==> src/hdl/sbba_pkg.sv <==
package sbba_pkg;

   // map word geometry
   localparam int WORD_BITS = 64;
   localparam int POS_W     = 6;

   // field widths
   localparam int ADDR_W     = 48;
   localparam int CNT_IN_W   = 11;
   localparam int BYTES_W    = 19;
   localparam int TOTAL_W    = 32;
   localparam int IDX_OUT_W  = 10;
   localparam int STATUS_W   = 2;
   localparam int RSP_PACK_W = STATUS_W + ADDR_W + IDX_OUT_W + 2 * BYTES_W + 2 * TOTAL_W;
   localparam int RSP_W      = ((RSP_PACK_W + 7) / 8) * 8;

   // pool geometry
   localparam int BLOCK_BYTES    = 256;
   localparam int BLOCK_SHIFT    = $clog2(BLOCK_BYTES);
   localparam int MAX_BLOCKS_DEF = 1024;

   localparam logic [BYTES_W-1:0]  BYTES_MAX    = '1;
   localparam logic [CNT_IN_W-1:0] BLOCKS_RESET = 11'd1024;

   // result status codes
   localparam logic [STATUS_W-1:0] STAT_OK          = 2'd0;
   localparam logic [STATUS_W-1:0] STAT_NO_FREE     = 2'd1;
   localparam logic [STATUS_W-1:0] STAT_OUT_OF_POOL = 2'd2;
   localparam logic [STATUS_W-1:0] STAT_NOT_ALLOC   = 2'd3;

   // request kinds
   localparam logic KIND_ALLOC = 1'b0;
   localparam logic KIND_FREE  = 1'b1;

   // register indexes
   localparam logic CSR_POOL_BASE = 1'b0;
   localparam logic CSR_BLOCKS    = 1'b1;

   typedef struct packed {
      logic             found;
      logic [POS_W-1:0] pos;
   } first_free_type;

   // lowest set bit of a word of candidate bits
   function automatic first_free_type find_first_free(input logic [WORD_BITS-1:0] avail);
      first_free_type r;
      r.found = |avail;
      r.pos   = '0;
      for (int i = WORD_BITS - 1; i >= 0; i--) begin
         if (avail[i]) begin
            r.pos = POS_W'(i);
         end
      end
      return r;
   endfunction

endpackage

==> src/hdl/sbba_map_ram.sv <==
// used-bit map storage: one write port, one registered read port
module sbba_map_ram #(
   parameter int DEPTH = 16,
   parameter int AW    = 4
) (
   input  logic                           clock,
   input  logic                           wr_en,
   input  logic [AW-1:0]                  wr_addr,
   input  logic [sbba_pkg::WORD_BITS-1:0] wr_data,
   input  logic [AW-1:0]                  rd_addr,
   output logic [sbba_pkg::WORD_BITS-1:0] rd_data
);

   logic [sbba_pkg::WORD_BITS-1:0] mem_ff [DEPTH];
   logic [sbba_pkg::WORD_BITS-1:0] rd_data_ff;

   always_ff @(posedge clock) begin
      if (wr_en) begin
         mem_ff[wr_addr] <= wr_data;
      end
      rd_data_ff <= mem_ff[rd_addr];
   end

   assign rd_data = rd_data_ff;

endmodule

==> src/hdl/small_block_bitmap_allocator_unit.sv <==
// Small-block allocator over a used-bit map, first fit.
// Request channel (req_*): one transfer is one operation. req_tuser[0] selects
// allocate (0) or free (1); req_tdata holds the byte address to free.
// Response channel (rsp_*): exactly one transfer per request, in order, with
// status, block address and index, and the running byte and operation counts.
// Config port (csr_*): index 0 pool base, index 1 managed block count; write
// only while no request is in flight.
// Steps: an allocate transfer reads map word 0, S_ACHK scans 1 to MAP_WORDS
// map words (16 at the default size), then S_FINISH loads the response; a free
// passes S_FRANGE, S_FCHK and S_FINISH, skipping S_FCHK when the address is
// outside the pool, and the next request is taken in S_IDLE.
// The map word scan, one 64-bit word per cycle through the single read port
// of the map RAM, sets the allocate time. One request is in flight at a time;
// req_tready is high again the cycle after the response is loaded.
// A finished response waits in the output register; if the receiver stalls,
// the block holds the next result until the register empties.
// Reset (synchronous): counts and registers return to defaults, then a
// clearing pass zeroes the map, one word per cycle, with req_tready low.
// Config writes are taken during the pass.
module small_block_bitmap_allocator_unit #(
   parameter int MAX_BLOCKS = sbba_pkg::MAX_BLOCKS_DEF
) (
   input  logic                            clock,
   input  logic                            reset,
   // request channel
   input  logic                            req_tvalid,
   output logic                            req_tready,
   input  logic [sbba_pkg::ADDR_W-1:0]     req_tdata,  // [47:0] free_address
   input  logic [0:0]                      req_tuser,  // [0] kind
   // response channel
   output logic                            rsp_tvalid,
   input  logic                            rsp_tready,
   // [1:0] status, [49:2] block_address, [59:50] block_index,
   // [78:60] used_bytes, [97:79] peak_bytes, [129:98] alloc_total,
   // [161:130] free_total, [167:162] zero
   output logic [sbba_pkg::RSP_W-1:0]      rsp_tdata,
   // configuration write port
   input  logic                            csr_we,
   input  logic [0:0]                      csr_index,
   input  logic [sbba_pkg::ADDR_W-1:0]     csr_wdata
);

   localparam int WB        = sbba_pkg::WORD_BITS;
   localparam int PW        = sbba_pkg::POS_W;
   localparam int AW        = sbba_pkg::ADDR_W;
   localparam int BW        = sbba_pkg::BYTES_W;
   localparam int TW        = sbba_pkg::TOTAL_W;
   localparam int MAP_WORDS = (MAX_BLOCKS + WB - 1) / WB;
   localparam int IDX_W     = ($clog2(MAX_BLOCKS) < PW + 1) ? PW + 1 : $clog2(MAX_BLOCKS);
   localparam int WA_W      = IDX_W - PW;
   localparam int NB_W      = ($clog2(MAX_BLOCKS + 1) > sbba_pkg::CNT_IN_W) ?
                              $clog2(MAX_BLOCKS + 1) : sbba_pkg::CNT_IN_W;
   localparam int CW        = ((NB_W > IDX_W) ? NB_W : IDX_W) + 1;

   // sequencer states
   localparam logic [2:0] S_CLEAR  = 3'd0;
   localparam logic [2:0] S_IDLE   = 3'd1;
   localparam logic [2:0] S_ACHK   = 3'd2;
   localparam logic [2:0] S_FRANGE = 3'd3;
   localparam logic [2:0] S_FCHK   = 3'd4;
   localparam logic [2:0] S_FINISH = 3'd5;

   logic [2:0]                    state_ff, state_in;
   logic [WA_W-1:0]               clr_ff, clr_in;
   logic [WA_W-1:0]               ptr_ff, ptr_in;
   logic [IDX_W-1:0]              idx_ff, idx_in;
   logic [AW-1:0]                 off_ff, off_in;
   logic                          kind_ff, kind_in;
   logic [sbba_pkg::STATUS_W-1:0] status_ff, status_in;

   logic [AW-1:0]                 pool_base_ff;
   logic [sbba_pkg::CNT_IN_W-1:0] blocks_ff;

   logic [BW-1:0]                 used_ff, used_in;
   logic [BW-1:0]                 peak_ff, peak_in;
   logic [TW-1:0]                 alloc_cnt_ff, alloc_cnt_in;
   logic [TW-1:0]                 free_cnt_ff, free_cnt_in;

   logic                          rsp_valid_ff, rsp_valid_in;
   logic [sbba_pkg::RSP_W-1:0]    rsp_data_ff, rsp_data_in;

   // map RAM port signals
   logic                          map_wr_en;
   logic [WA_W-1:0]               map_wr_addr;
   logic [WB-1:0]                 map_wr_data;
   logic [WA_W-1:0]               map_rd_addr;
   logic [WB-1:0]                 map_rd_data;

   // shared compare and scan logic
   logic [NB_W-1:0]               blocks_ext;
   logic [NB_W-1:0]               n_act;
   logic [CW-1:0]                 n_c, base_c, rem_c;
   logic [WB-1:0]                 word_mask;
   logic                          last_word;
   sbba_pkg::first_free_type      ff;
   logic [AW-1:0]                 span;
   logic                          out_of_pool;
   logic [IDX_W-1:0]              free_blk;
   logic [BW:0]                   used_sum;
   logic [BW-1:0]                 used_sat, used_dec;
   logic [AW-1:0]                 blk_addr;
   logic                          op_ok;
   logic                          req_xfer;
   logic                          out_free;

   sbba_map_ram #(
      .DEPTH (MAP_WORDS),
      .AW    (WA_W)
   ) u_map (
      .clock   (clock),
      .wr_en   (map_wr_en),
      .wr_addr (map_wr_addr),
      .wr_data (map_wr_data),
      .rd_addr (map_rd_addr),
      .rd_data (map_rd_data)
   );

   // count above capacity clamps to capacity
   assign blocks_ext = NB_W'(blocks_ff);
   assign n_act      = (blocks_ext > NB_W'(MAX_BLOCKS)) ? NB_W'(MAX_BLOCKS) : blocks_ext;

   // valid bits of the scanned word: block index below the active count
   assign n_c    = CW'(n_act);
   assign base_c = CW'({ptr_ff, PW'(0)});
   assign rem_c  = n_c - base_c;

   always_comb begin
      priority if (n_c <= base_c) begin
         word_mask = '0;
      end else if (rem_c >= CW'(WB)) begin
         word_mask = '1;
      end else begin
         word_mask = ~({WB{1'b1}} << rem_c[PW-1:0]);
      end
   end

   assign last_word = (n_c <= base_c + CW'(WB));
   assign ff        = sbba_pkg::find_first_free(~map_rd_data & word_mask);

   // pool range test on the offset held from the request cycle
   assign span        = AW'(n_act) << sbba_pkg::BLOCK_SHIFT;
   assign out_of_pool = (off_ff >= span);
   assign free_blk    = off_ff[sbba_pkg::BLOCK_SHIFT +: IDX_W];

   // byte count update, saturating up, floored at zero down
   assign used_sum = {1'b0, used_ff} + (BW + 1)'(sbba_pkg::BLOCK_BYTES);
   assign used_sat = (used_sum > (BW + 1)'(sbba_pkg::BYTES_MAX)) ?
                     sbba_pkg::BYTES_MAX : used_sum[BW-1:0];
   assign used_dec = (used_ff >= BW'(sbba_pkg::BLOCK_BYTES)) ?
                     used_ff - BW'(sbba_pkg::BLOCK_BYTES) : '0;

   assign blk_addr = pool_base_ff + (AW'(idx_ff) << sbba_pkg::BLOCK_SHIFT);
   assign op_ok    = (status_ff == sbba_pkg::STAT_OK);

   assign req_tready = (state_ff == S_IDLE);
   assign req_xfer   = req_tvalid && req_tready;
   assign out_free   = !rsp_valid_ff || rsp_tready;

   always_comb begin
      state_in     = state_ff;
      clr_in       = clr_ff;
      ptr_in       = ptr_ff;
      idx_in       = idx_ff;
      off_in       = off_ff;
      kind_in      = kind_ff;
      status_in    = status_ff;
      used_in      = used_ff;
      peak_in      = peak_ff;
      alloc_cnt_in = alloc_cnt_ff;
      free_cnt_in  = free_cnt_ff;
      rsp_data_in  = rsp_data_ff;
      rsp_valid_in = rsp_valid_ff && !rsp_tready;
      map_wr_en    = 1'b0;
      map_wr_addr  = ptr_ff;
      map_wr_data  = '0;
      map_rd_addr  = '0;

      unique case (state_ff)
         S_CLEAR: begin
            map_wr_en   = 1'b1;
            map_wr_addr = clr_ff;
            if (clr_ff == WA_W'(MAP_WORDS - 1)) begin
               state_in = S_IDLE;
            end else begin
               clr_in = clr_ff + 1'b1;
            end
         end
         S_IDLE: begin
            // word 0 is read on the transfer edge for an allocate scan
            if (req_xfer) begin
               kind_in  = req_tuser[0];
               ptr_in   = '0;
               off_in   = req_tdata - pool_base_ff;
               state_in = (req_tuser[0] == sbba_pkg::KIND_ALLOC) ? S_ACHK : S_FRANGE;
            end
         end
         S_ACHK: begin
            priority if (ff.found) begin
               map_wr_en   = 1'b1;
               map_wr_addr = ptr_ff;
               map_wr_data = map_rd_data | (WB'(1) << ff.pos);
               idx_in      = {ptr_ff, ff.pos};
               status_in   = sbba_pkg::STAT_OK;
               state_in    = S_FINISH;
            end else if (last_word) begin
               status_in = sbba_pkg::STAT_NO_FREE;
               state_in  = S_FINISH;
            end else begin
               ptr_in      = ptr_ff + 1'b1;
               map_rd_addr = ptr_ff + 1'b1;
            end
         end
         S_FRANGE: begin
            if (out_of_pool) begin
               status_in = sbba_pkg::STAT_OUT_OF_POOL;
               state_in  = S_FINISH;
            end else begin
               idx_in      = free_blk;
               map_rd_addr = free_blk[IDX_W-1:PW];
               state_in    = S_FCHK;
            end
         end
         S_FCHK: begin
            if (map_rd_data[idx_ff[PW-1:0]]) begin
               map_wr_en   = 1'b1;
               map_wr_addr = idx_ff[IDX_W-1:PW];
               map_wr_data = map_rd_data & ~(WB'(1) << idx_ff[PW-1:0]);
               status_in   = sbba_pkg::STAT_OK;
            end else begin
               status_in = sbba_pkg::STAT_NOT_ALLOC;
            end
            state_in = S_FINISH;
         end
         S_FINISH: begin
            // hold here while the previous response is still waiting
            if (out_free) begin
               if (op_ok && kind_ff == sbba_pkg::KIND_ALLOC) begin
                  used_in      = used_sat;
                  peak_in      = (used_sat > peak_ff) ? used_sat : peak_ff;
                  alloc_cnt_in = alloc_cnt_ff + 1'b1;
               end else if (op_ok) begin
                  used_in     = used_dec;
                  free_cnt_in = free_cnt_ff + 1'b1;
               end
               rsp_data_in = {
                  {(sbba_pkg::RSP_W - sbba_pkg::RSP_PACK_W){1'b0}},
                  free_cnt_in,
                  alloc_cnt_in,
                  peak_in,
                  used_in,
                  op_ok ? sbba_pkg::IDX_OUT_W'(idx_ff) : {sbba_pkg::IDX_OUT_W{1'b0}},
                  op_ok ? blk_addr : {AW{1'b0}},
                  status_ff
               };
               rsp_valid_in = 1'b1;
               state_in     = S_IDLE;
            end
         end
         default: begin
            state_in = S_CLEAR;
         end
      endcase
   end

   always_ff @(posedge clock) begin
      if (reset) begin
         state_ff     <= S_CLEAR;
         clr_ff       <= '0;
         used_ff      <= '0;
         peak_ff      <= '0;
         alloc_cnt_ff <= '0;
         free_cnt_ff  <= '0;
         rsp_valid_ff <= 1'b0;
         pool_base_ff <= '0;
         blocks_ff    <= sbba_pkg::BLOCKS_RESET;
      end else begin
         state_ff     <= state_in;
         clr_ff       <= clr_in;
         used_ff      <= used_in;
         peak_ff      <= peak_in;
         alloc_cnt_ff <= alloc_cnt_in;
         free_cnt_ff  <= free_cnt_in;
         rsp_valid_ff <= rsp_valid_in;
         if (csr_we && csr_index[0] == sbba_pkg::CSR_POOL_BASE) begin
            pool_base_ff <= csr_wdata;
         end
         if (csr_we && csr_index[0] == sbba_pkg::CSR_BLOCKS) begin
            blocks_ff <= csr_wdata[sbba_pkg::CNT_IN_W-1:0];
         end
      end
      ptr_ff      <= ptr_in;
      idx_ff      <= idx_in;
      off_ff      <= off_in;
      kind_ff     <= kind_in;
      status_ff   <= status_in;
      rsp_data_ff <= rsp_data_in;
   end

   assign rsp_tvalid = rsp_valid_ff;
   assign rsp_tdata  = rsp_data_ff;

`ifndef SYNTH
   // map is only written by the clearing pass or by a hit in a check state
   a_map_write_state: assert property (@(posedge clock) disable iff (reset)
      map_wr_en |-> (state_ff == S_CLEAR || state_ff == S_ACHK || state_ff == S_FCHK))
      else $error("map written outside clear or check state");

   // scan never runs past the last map word
   a_scan_in_range: assert property (@(posedge clock) disable iff (reset)
      (state_ff == S_ACHK) |-> (ptr_ff <= WA_W'(MAP_WORDS - 1)))
      else $error("scan pointer beyond map");

   // a failed operation reports no block
   a_fail_zero: assert property (@(posedge clock) disable iff (reset)
      (rsp_valid_ff && rsp_data_ff[1:0] != sbba_pkg::STAT_OK) |->
      (rsp_data_ff[59:2] == '0))
      else $error("failure response carries a block");

   // peak never falls below the current byte count
   a_peak_bound: assert property (@(posedge clock) disable iff (reset)
      peak_ff >= used_ff)
      else $error("peak below used bytes");

   // an accepted request always leaves idle
   a_req_leaves_idle: assert property (@(posedge clock) disable iff (reset)
      req_xfer |=> (state_ff == S_ACHK || state_ff == S_FRANGE))
      else $error("request transfer did not start an operation");
`endif

endmodule
==> config.mk <==
export PLATFORM = sky130hd
export DESIGN_NAME = small_block_bitmap_allocator_unit
export DESIGN_NICKNAME = d
export VERILOG_FILES = /design/src/hdl/sbba_pkg.sv /design/src/hdl/sbba_map_ram.sv /design/src/hdl/small_block_bitmap_allocator_unit.sv
export SDC_FILE = /design/constraint.sdc
export NUM_CORES = 2
export LEC_CHECK = 0
export ABC_AREA = 1
export BUFFER_PORTS_ARGS = -buffer_cell sky130_fd_sc_hd__buf_4
export CORE_ASPECT_RATIO = 1.2
export CORE_MARGIN = 5
export CORE_UTILIZATION = 25
export DETAILED_ROUTE_END_ITERATION = 7
export SLEW_MARGIN = 20
export SYNTH_ARGS = -nofsm -noshare
export SYNTH_HDL_FRONTEND = slang
export SYNTH_HIERARCHICAL = 1
export SYNTH_SLANG_ARGS = --single-unit
==> constraint.sdc <==
create_clock -name clock -period 11.9 [get_ports clock]
set_input_delay 2.38 -clock clock [delete_from_list [all_inputs] [get_ports clock]]
set_output_delay 2.38 -clock clock [all_outputs]
set_load 0.005 [all_outputs]
# Yosys cells after proc, flatten, opt, wreduce, memory -nomap -nowiden
# Memory sizes are Yosys's and may differ from the RTL's. A register that Yosys moved wholly into a read port is not among the register bits.
# Index checks and enable logic that the tools add are counted.
# Widths: inputs -> output; s select.
dict set report totals {
  ram_bits 1024
  n_memories 1
  wordCells 198
  out_inout_bits 170
  register_bits 396
}
# memory words width rd rd_ports_with_merged_regs wr line
set mem_list {}
lappend mem_list {u_map.mem_ff 16 64 1 1 1 sbba_map_ram.sv:14} ;# logic [sbba_pkg::WORD_BITS-1:0] mem_ff [DEPTH];
dict set report classes {
  order_cmp 9
  n_addsub 10
  bitwise_logic 9
  reduce_logical 21
  muxes 114
  n_shift 3
  n_eq_ne 15
}
# operator count
set ops {}
lappend ops {{$mux 6} 64}
lappend ops {{$mux 64} 4}
lappend ops {{$not 64->64} 3}
lappend ops {{$and 64x64->64} 2}
lappend ops {{$pmux 64 s2} 1}
lappend ops {{$shl 1x6->64 const A} 2}
lappend ops {{$mux 19} 6}
lappend ops {{$mux 32} 3}
lappend ops {{$add 32x1->32 const B} 2}
lappend ops {{$or 64x64->64} 1}
lappend ops {{$reduce_or 64->1} 1}
lappend ops {{$shl 64x6->64 const A} 1}
lappend ops {{$add 48x18->48} 1}
lappend ops {{$ge 48x19->1} 1}
lappend ops {{$sub 48x48->48} 1}
lappend ops {{$mux 4} 7}
lappend ops {{$pmux 4 s2} 3}
lappend ops {{$add 19x9->20 const B} 1}
lappend ops {{$gt 20x19->1 const B} 1}
lappend ops {{$mux 10} 2}
lappend ops {{$pmux 10 s2} 1}
lappend ops {{$ge 19x9->1 const B} 1}
lappend ops {{$gt 19x19->1} 1}
lappend ops {{$sub 19x9->19 const B} 1}
lappend ops {{34 further kinds} 70}

# Depth between registers and ports, before layout
dict set report logic_depth {
  ltp_word 76
  depth_mapped 84
}

# Modules after synthesis
# Netlist, hierarchy kept.
# mod n_inst area_per_inst_um2 cells_per_inst seq_area_each_um2
set modules_own_cells {}
lappend modules_own_cells {sbba_map_ram 1 45089.5 4212 32030.7}
lappend modules_own_cells {small_block_bitmap_allocator_unit 1 24314.6 3157 10199.8}

# Worst setup path before layout
# OpenSTA, ideal clock, no wires.
dict set report synth_timing {
  path_kind {input port to flip-flop}
  startpoint {input rsp_tready}
  endpoint {register alloc_cnt_ff[23]}
  path_buffers 1
  stages 6
  path_slack_ns 3.957
  arrival_ns 7.595
  path_cell_list {inv_1 nand2_1 nand2_1 clkinv_1 buf_1 a21oi_1}
}
dict set report synth_via {
  elab_chain_len 2
}
# item line
set synth_rtl {}
lappend synth_rtl {{start: declaration} small_block_bitmap_allocator_unit.sv:32} ;# input logic rsp_tready,
lappend synth_rtl {{$logic_or 1x1->1} small_block_bitmap_allocator_unit.sv:157} ;# assign out_free = !rsp_valid_ff || rsp_tready;
lappend synth_rtl {{$reduce_and 2->1 (no line)} --}
lappend synth_rtl {{end signal: assignment} small_block_bitmap_allocator_unit.sv:281} ;# alloc_cnt_ff <= alloc_cnt_in;
lappend synth_rtl {{end: declaration} small_block_bitmap_allocator_unit.sv:76} ;# logic [TW-1:0] alloc_cnt_ff, alloc_cnt_in;
# No other way between the ends.
# A chain may end at the register's enable or synchronous reset.

# Final worst setup path
dict set report layout_timing {
  startpoint {register blocks_ff, in the netlist blocks_ext[10]}
  endpoint {memory u_map/mem_ff[15][38] (netlist bit), data pin}
}
dict set report layout_via {
  elab_chain_len 76
  elab_cells_between_ends 79
}
# item line
set layout_rtl {}
lappend layout_rtl {{start: declaration} small_block_bitmap_allocator_unit.sv:72} ;# logic [sbba_pkg::CNT_IN_W-1:0] blocks_ff;
lappend layout_rtl {{start signal: assignment} small_block_bitmap_allocator_unit.sv:275} ;# blocks_ff <= sbba_pkg::BLOCKS_RESET;
lappend layout_rtl {{start signal: assignment} small_block_bitmap_allocator_unit.sv:288} ;# blocks_ff <= csr_wdata[sbba_pkg::CNT_IN_W-1:0];
lappend layout_rtl {{$gt 11x11->1} small_block_bitmap_allocator_unit.sv:120} ;# assign n_act = (blocks_ext > NB_W'(MAX_BLOCKS)) ? NB_W'(MAX_BLOCKS) : blocks_ext;
lappend layout_rtl {{$mux 11 *} small_block_bitmap_allocator_unit.sv:120}
lappend layout_rtl {{$sub 11x10->12} small_block_bitmap_allocator_unit.sv:125} ;# assign rem_c = n_c - base_c;
lappend layout_rtl {{$shl 64x6->64} small_block_bitmap_allocator_unit.sv:133} ;# word_mask = ~({WB{1'b1}} << rem_c[PW-1:0]);
lappend layout_rtl {{$not 64->64} small_block_bitmap_allocator_unit.sv:133}
lappend layout_rtl {{$mux 64} small_block_bitmap_allocator_unit.sv:130} ;# end else if (rem_c >= CW'(WB)) begin
lappend layout_rtl {{$mux 64 *} small_block_bitmap_allocator_unit.sv:128} ;# priority if (n_c <= base_c) begin
lappend layout_rtl {{$and 64x64->64 *} small_block_bitmap_allocator_unit.sv:138} ;# assign ff = sbba_pkg::find_first_free(~map_rd_data & word_mask);
lappend layout_rtl {{$mux 6 (64 in series)} sbba_pkg.sv:50} ;# if (avail[i]) begin
lappend layout_rtl {{$shl 1x6->64} small_block_bitmap_allocator_unit.sv:201} ;# map_wr_data = map_rd_data | (WB'(1) << ff.pos);
lappend layout_rtl {{$or 64x64->64} small_block_bitmap_allocator_unit.sv:201}
lappend layout_rtl {{$mux 64 *} small_block_bitmap_allocator_unit.sv:198} ;# priority if (ff.found) begin
lappend layout_rtl {{$pmux 64 s2 *} small_block_bitmap_allocator_unit.sv:178} ;# unique case (state_ff)
lappend layout_rtl {{named net map_wr_data[38]} small_block_bitmap_allocator_unit.sv:85} ;# logic [WB-1:0] map_wr_data;
lappend layout_rtl {{end: declaration} sbba_map_ram.sv:14}
# Mark *: on every way through the listed nets, which the timed path passes. The rest lies on a longest branch.

==> results by group <==
Outcome
  • Status: completed

Final layout
  • Post-synthesis to final-layout area growth: 16.3%
  • Area used by multi-input combinational logic: approximately 21000 µm²
  • Fraction of final layout cells sized beyond drive strength 1: under 10%
  • Final net count: about 7.8k
  • Fillers: between 20k and 30k
  • Final std cell area, no fill: 80700 µm²
  • Reg area: between 40000 and 50000 µm²

Clock tree
  • Depth of the CTS H-tree: 4
  • Number of buffers on the longest clock path: 3
  • Hold-fix buffer count after cts: 0
  • Clk Tree Root Cell: clkbuf_16
  • Clock transition at the registers of the reported paths: 60 ps
  • Post-CTS setup buffer count: 0
  • Clock buffer count from CTS: about 150
  • Clock tree from TritonCTS: built
  • TritonCTS sink count: 1484
  • Number of gates given a new drive strength after cts: 0
  • Insertion delay to the later sink of the worst-skew pair: roughly 830 ps

Yosys
  • Number of synthesized flops with an enable pin: roughly 1.3k
  • Mean post-synth cell area: between 9 and 10 µm²
  • Combined area of all synthesized cells: between 60000 and 70000 µm²
  • Count of state elements after synthesis: around 1.5k
  • Most used flip-flop cell after synthesis: edfxtp_1
  • Number of different library cells in the post-synthesis netlist: 60
  • Instance count of the mapped netlist: around 7.4k
  • Warning count from the yosys run: 6
  • Sequential-to-total area share from yosys stat: 60.8%
  • Asr flop ratio synth: 0%

Placement
  • Placed instance area: approximately 75000 µm²
  • Placed wire-length estimate after detailed placement: between 100000 and 150000 µm
  • IO buf count: between 200 and 300
  • Gpl congestion: a little under 1

Setup path
  • Largest delay share family, worst path: simple AND/OR/NAND/NOR gates
  • Worst endpoint required time: 12350 ps
  • Worst stage delay on the critical path: 860 ps
  • Most common cell on crit path: nand2_1
  • Total buffers and inverters traversed by the critical path: 3
  • Setup CP Type: flop to flop
  • Top fanout value on the critical path: 18
  • Arrival time at the worst endpoint: roughly 9000 ps
  • Startpoint types: flop
  • Critical Path Sink Type: flop
  • Crit-path slowest cell: o21ai_1
  • Reg-to-reg setup timing slack: between 3000 and 4000 ps

Routing
  • DRT antenna net count: 0
  • Final wirelength: 219000 µm
  • Count of vias placed by the detailed router: ~52k
  • Routed length per instance: about 19 µm
  • Detailed Route Iter0 Violations: about 4.5k
  • Detailed-route vias per instance: approximately 4.6
  • Detailed Routing Iterations Pass 1: 8
  • DRC Markers: 0

Power
  • Worst voltage drop across the vdd grid: around 0.00012 V
  • Power Dens Cells: roughly 160 nW/µm²
  • Static leakage: approximately 34 nW

Floorplanning
  • Full die area: 288000 µm²
  • Site row count: around 210
  • Top-Level Pins: 273
  • Starting density of the core: approximately 25%
  • Chip width: 491 µm
  • Standard cell core area: roughly 280000 µm²
  • Die boundary height: between 500 and 600 µm

STA
  • Share of the clock period used by the worst path after layout: 71.4%
  • Final Max Tran Viols: 0
  • Worst slew margin: between 20% and 30%
  • Setup repair after global routing missed its margin: no
  • Final count of hold timing violations: 0
  • Clock skew after layout: between 50 and 60 ps
  • Setup violation total in the final timing report: 0
  • Final critical delay including setup and external delays: between 8000 and 9000 ps
  • Timing-limited maximum frequency: roughly 120 MHz
  • Worst Tran Pin Value: 1150 ps
  • Final setup TNS: 0 ps

Global routing
  • Vias in the first global route: between 40k and 50k
  • All-Layer GR Usage: between 10 and 15%
  • Number of antenna violations at the first check in global routing: 9
  • Met2 Resource Use GR: about a quarter
  • Overflow left after global routing: 0
  • Met1 Track Usage GR: 18.2%
  • Layer carrying the most global-route usage: met2
  • First-pass GRT wire length: about 320000 µm
  • Met3 GRT Util: under 10%
  • Largest net degree at the start of global routing: 190

Run
  • Total of max-cap violations: 0

Min path
  • Hold WC Path Type: flop to flop
## cells in the final DEF, fill, tap and decap left out, types with 14 or more instances in the layout
cell,count
nand2_1,1817
inv_1,1283
edfxtp_1,1251
nand3_1,889
buf_4,369
o21ai_0,306
a21oi_1,291
nor2_1,265
dfxtp_1,233
clkbuf_16,156
ha_1,104
xor2_1,97
nor3_1,68
nand4_1,56
o211ai_1,51
nor4_1,44
clkbuf_1,34
a31oi_1,30
o22ai_1,26
clkinv_1,26
a211oi_1,24
clkinv_2,23
nor2_4,22
xnor2_1,20
bufinv_16,14
## routing by layer
layer	up-vias	share of wire, %	wire (µm)
li1	24700	-	-
met1	25000	40	88200
met2	2019	48	105000
met3	543	7.0	15300
met4	14	4.7	10400
met5	-	0.046	100
## stage by stage
stage	std cells	power (mW)	util [%]	setup slack (ps)	hold slack, ps
global route	11300	13.5	29.1	2570	497
global placement	11000	8.11	27.2	3250	470
finish	11300	13.0	29.1	3410	483
floorplan	7374	7.37	-	3960	427
CTS	11300	13.1	29.1	3290	484
detailed placement	11000	8.11	27.2	3320	476
## layout make-up
| type | instances | area share [%] |
|---|---|---|
| Sequential cell | 1484 | 52.3 |
| Multi-Input combinational cell | 4243 | 25.9 |
| Inverter | 1306 | 6.13 |
| Tap cell | 3638 | 5.64 |
| Clock buffer | 202 | 5.20 |
| Timing Repair Buffer | 375 | 3.55 |
| Clock inverter | 84 | 1.32 |
| Antenna cell | 2 | 0.00620 |
## logic make-up (layout without fill, tap and decap cells)
group	count (synthesis)	count (layout)	synth area share [%]
other cells	1	8	0.00540
flops	1484	1484	60.8
compound gates	817	817	6.63
simple gates	3196	3196	19.6
xor+xnor	117	117	1.48
buf+inv	1647	1967	9.48
fa+ha+maj	107	107	1.96
## power breakdown
| group | internal [mW] | switching [mW] | leakage, nW |
|---|---|---|---|
| logic | 0.456 | 1.21 | 17.5 |
| registers | 6.12 | 0.252 | 13.5 |
| clock network | 2.84 | 2.15 | 2.55 |
## Yosys cell counts, types with 68 or more instances
cell	instances	area, µm²
ha_1	104	1300
xor2_1	97	850
buf_2	148	741
a21oi_1	291	1460
o21ai_0	306	1530
nand2_1	1818	6820
dfxtp_1	233	4660
nand3_1	889	4450
clkbuf_1	128	480
nor2_1	286	1070
edfxtp_1	1251	37600
inv_1	1289	4840
nor3_1	68	340
## path summary, 6_finish.rpt
| check | start | to | depth (start not counted) |
|---|---|---|---|
| min reg2reg | pool_base_ff[14]$_SDFFE_PP0P_ | pool_base_ff[14]$_SDFFE_PP0P_ | 2 |
| max | blocks_ext[10]$_SDFFE_PP1P_ | u_map/mem_ff[15][38]$_DFFE_PP_ | 79 |
| max reg2reg | blocks_ext[10]$_SDFFE_PP1P_ | u_map/mem_ff[15][38]$_DFFE_PP_ | 79 |
| min | pool_base_ff[14]$_SDFFE_PP0P_ | pool_base_ff[14]$_SDFFE_PP0P_ | 2 |
## registers in the layout, indices dropped and copies added, names as in the netlist, 11 cells and up
| register | count |
|---|---|
| alloc_cnt_ff | 32 |
| free_cnt_ff | 32 |
| blocks_ext | 11 |
| pool_base_ff | 48 |
| off_ff | 48 |
| peak_ff | 19 |
| used_ff | 19 |
| rsp_tdata | 162 |
| u_map/mem_ff | 1024 |
| u_map/rd_data | 64 |
## worst min-delay path, cell delays in order (launching register included)
cell	delay, ps
dfxtp_1	310
inv_1	70
a21oi_1	60
(Power assumes the default switching activity.)
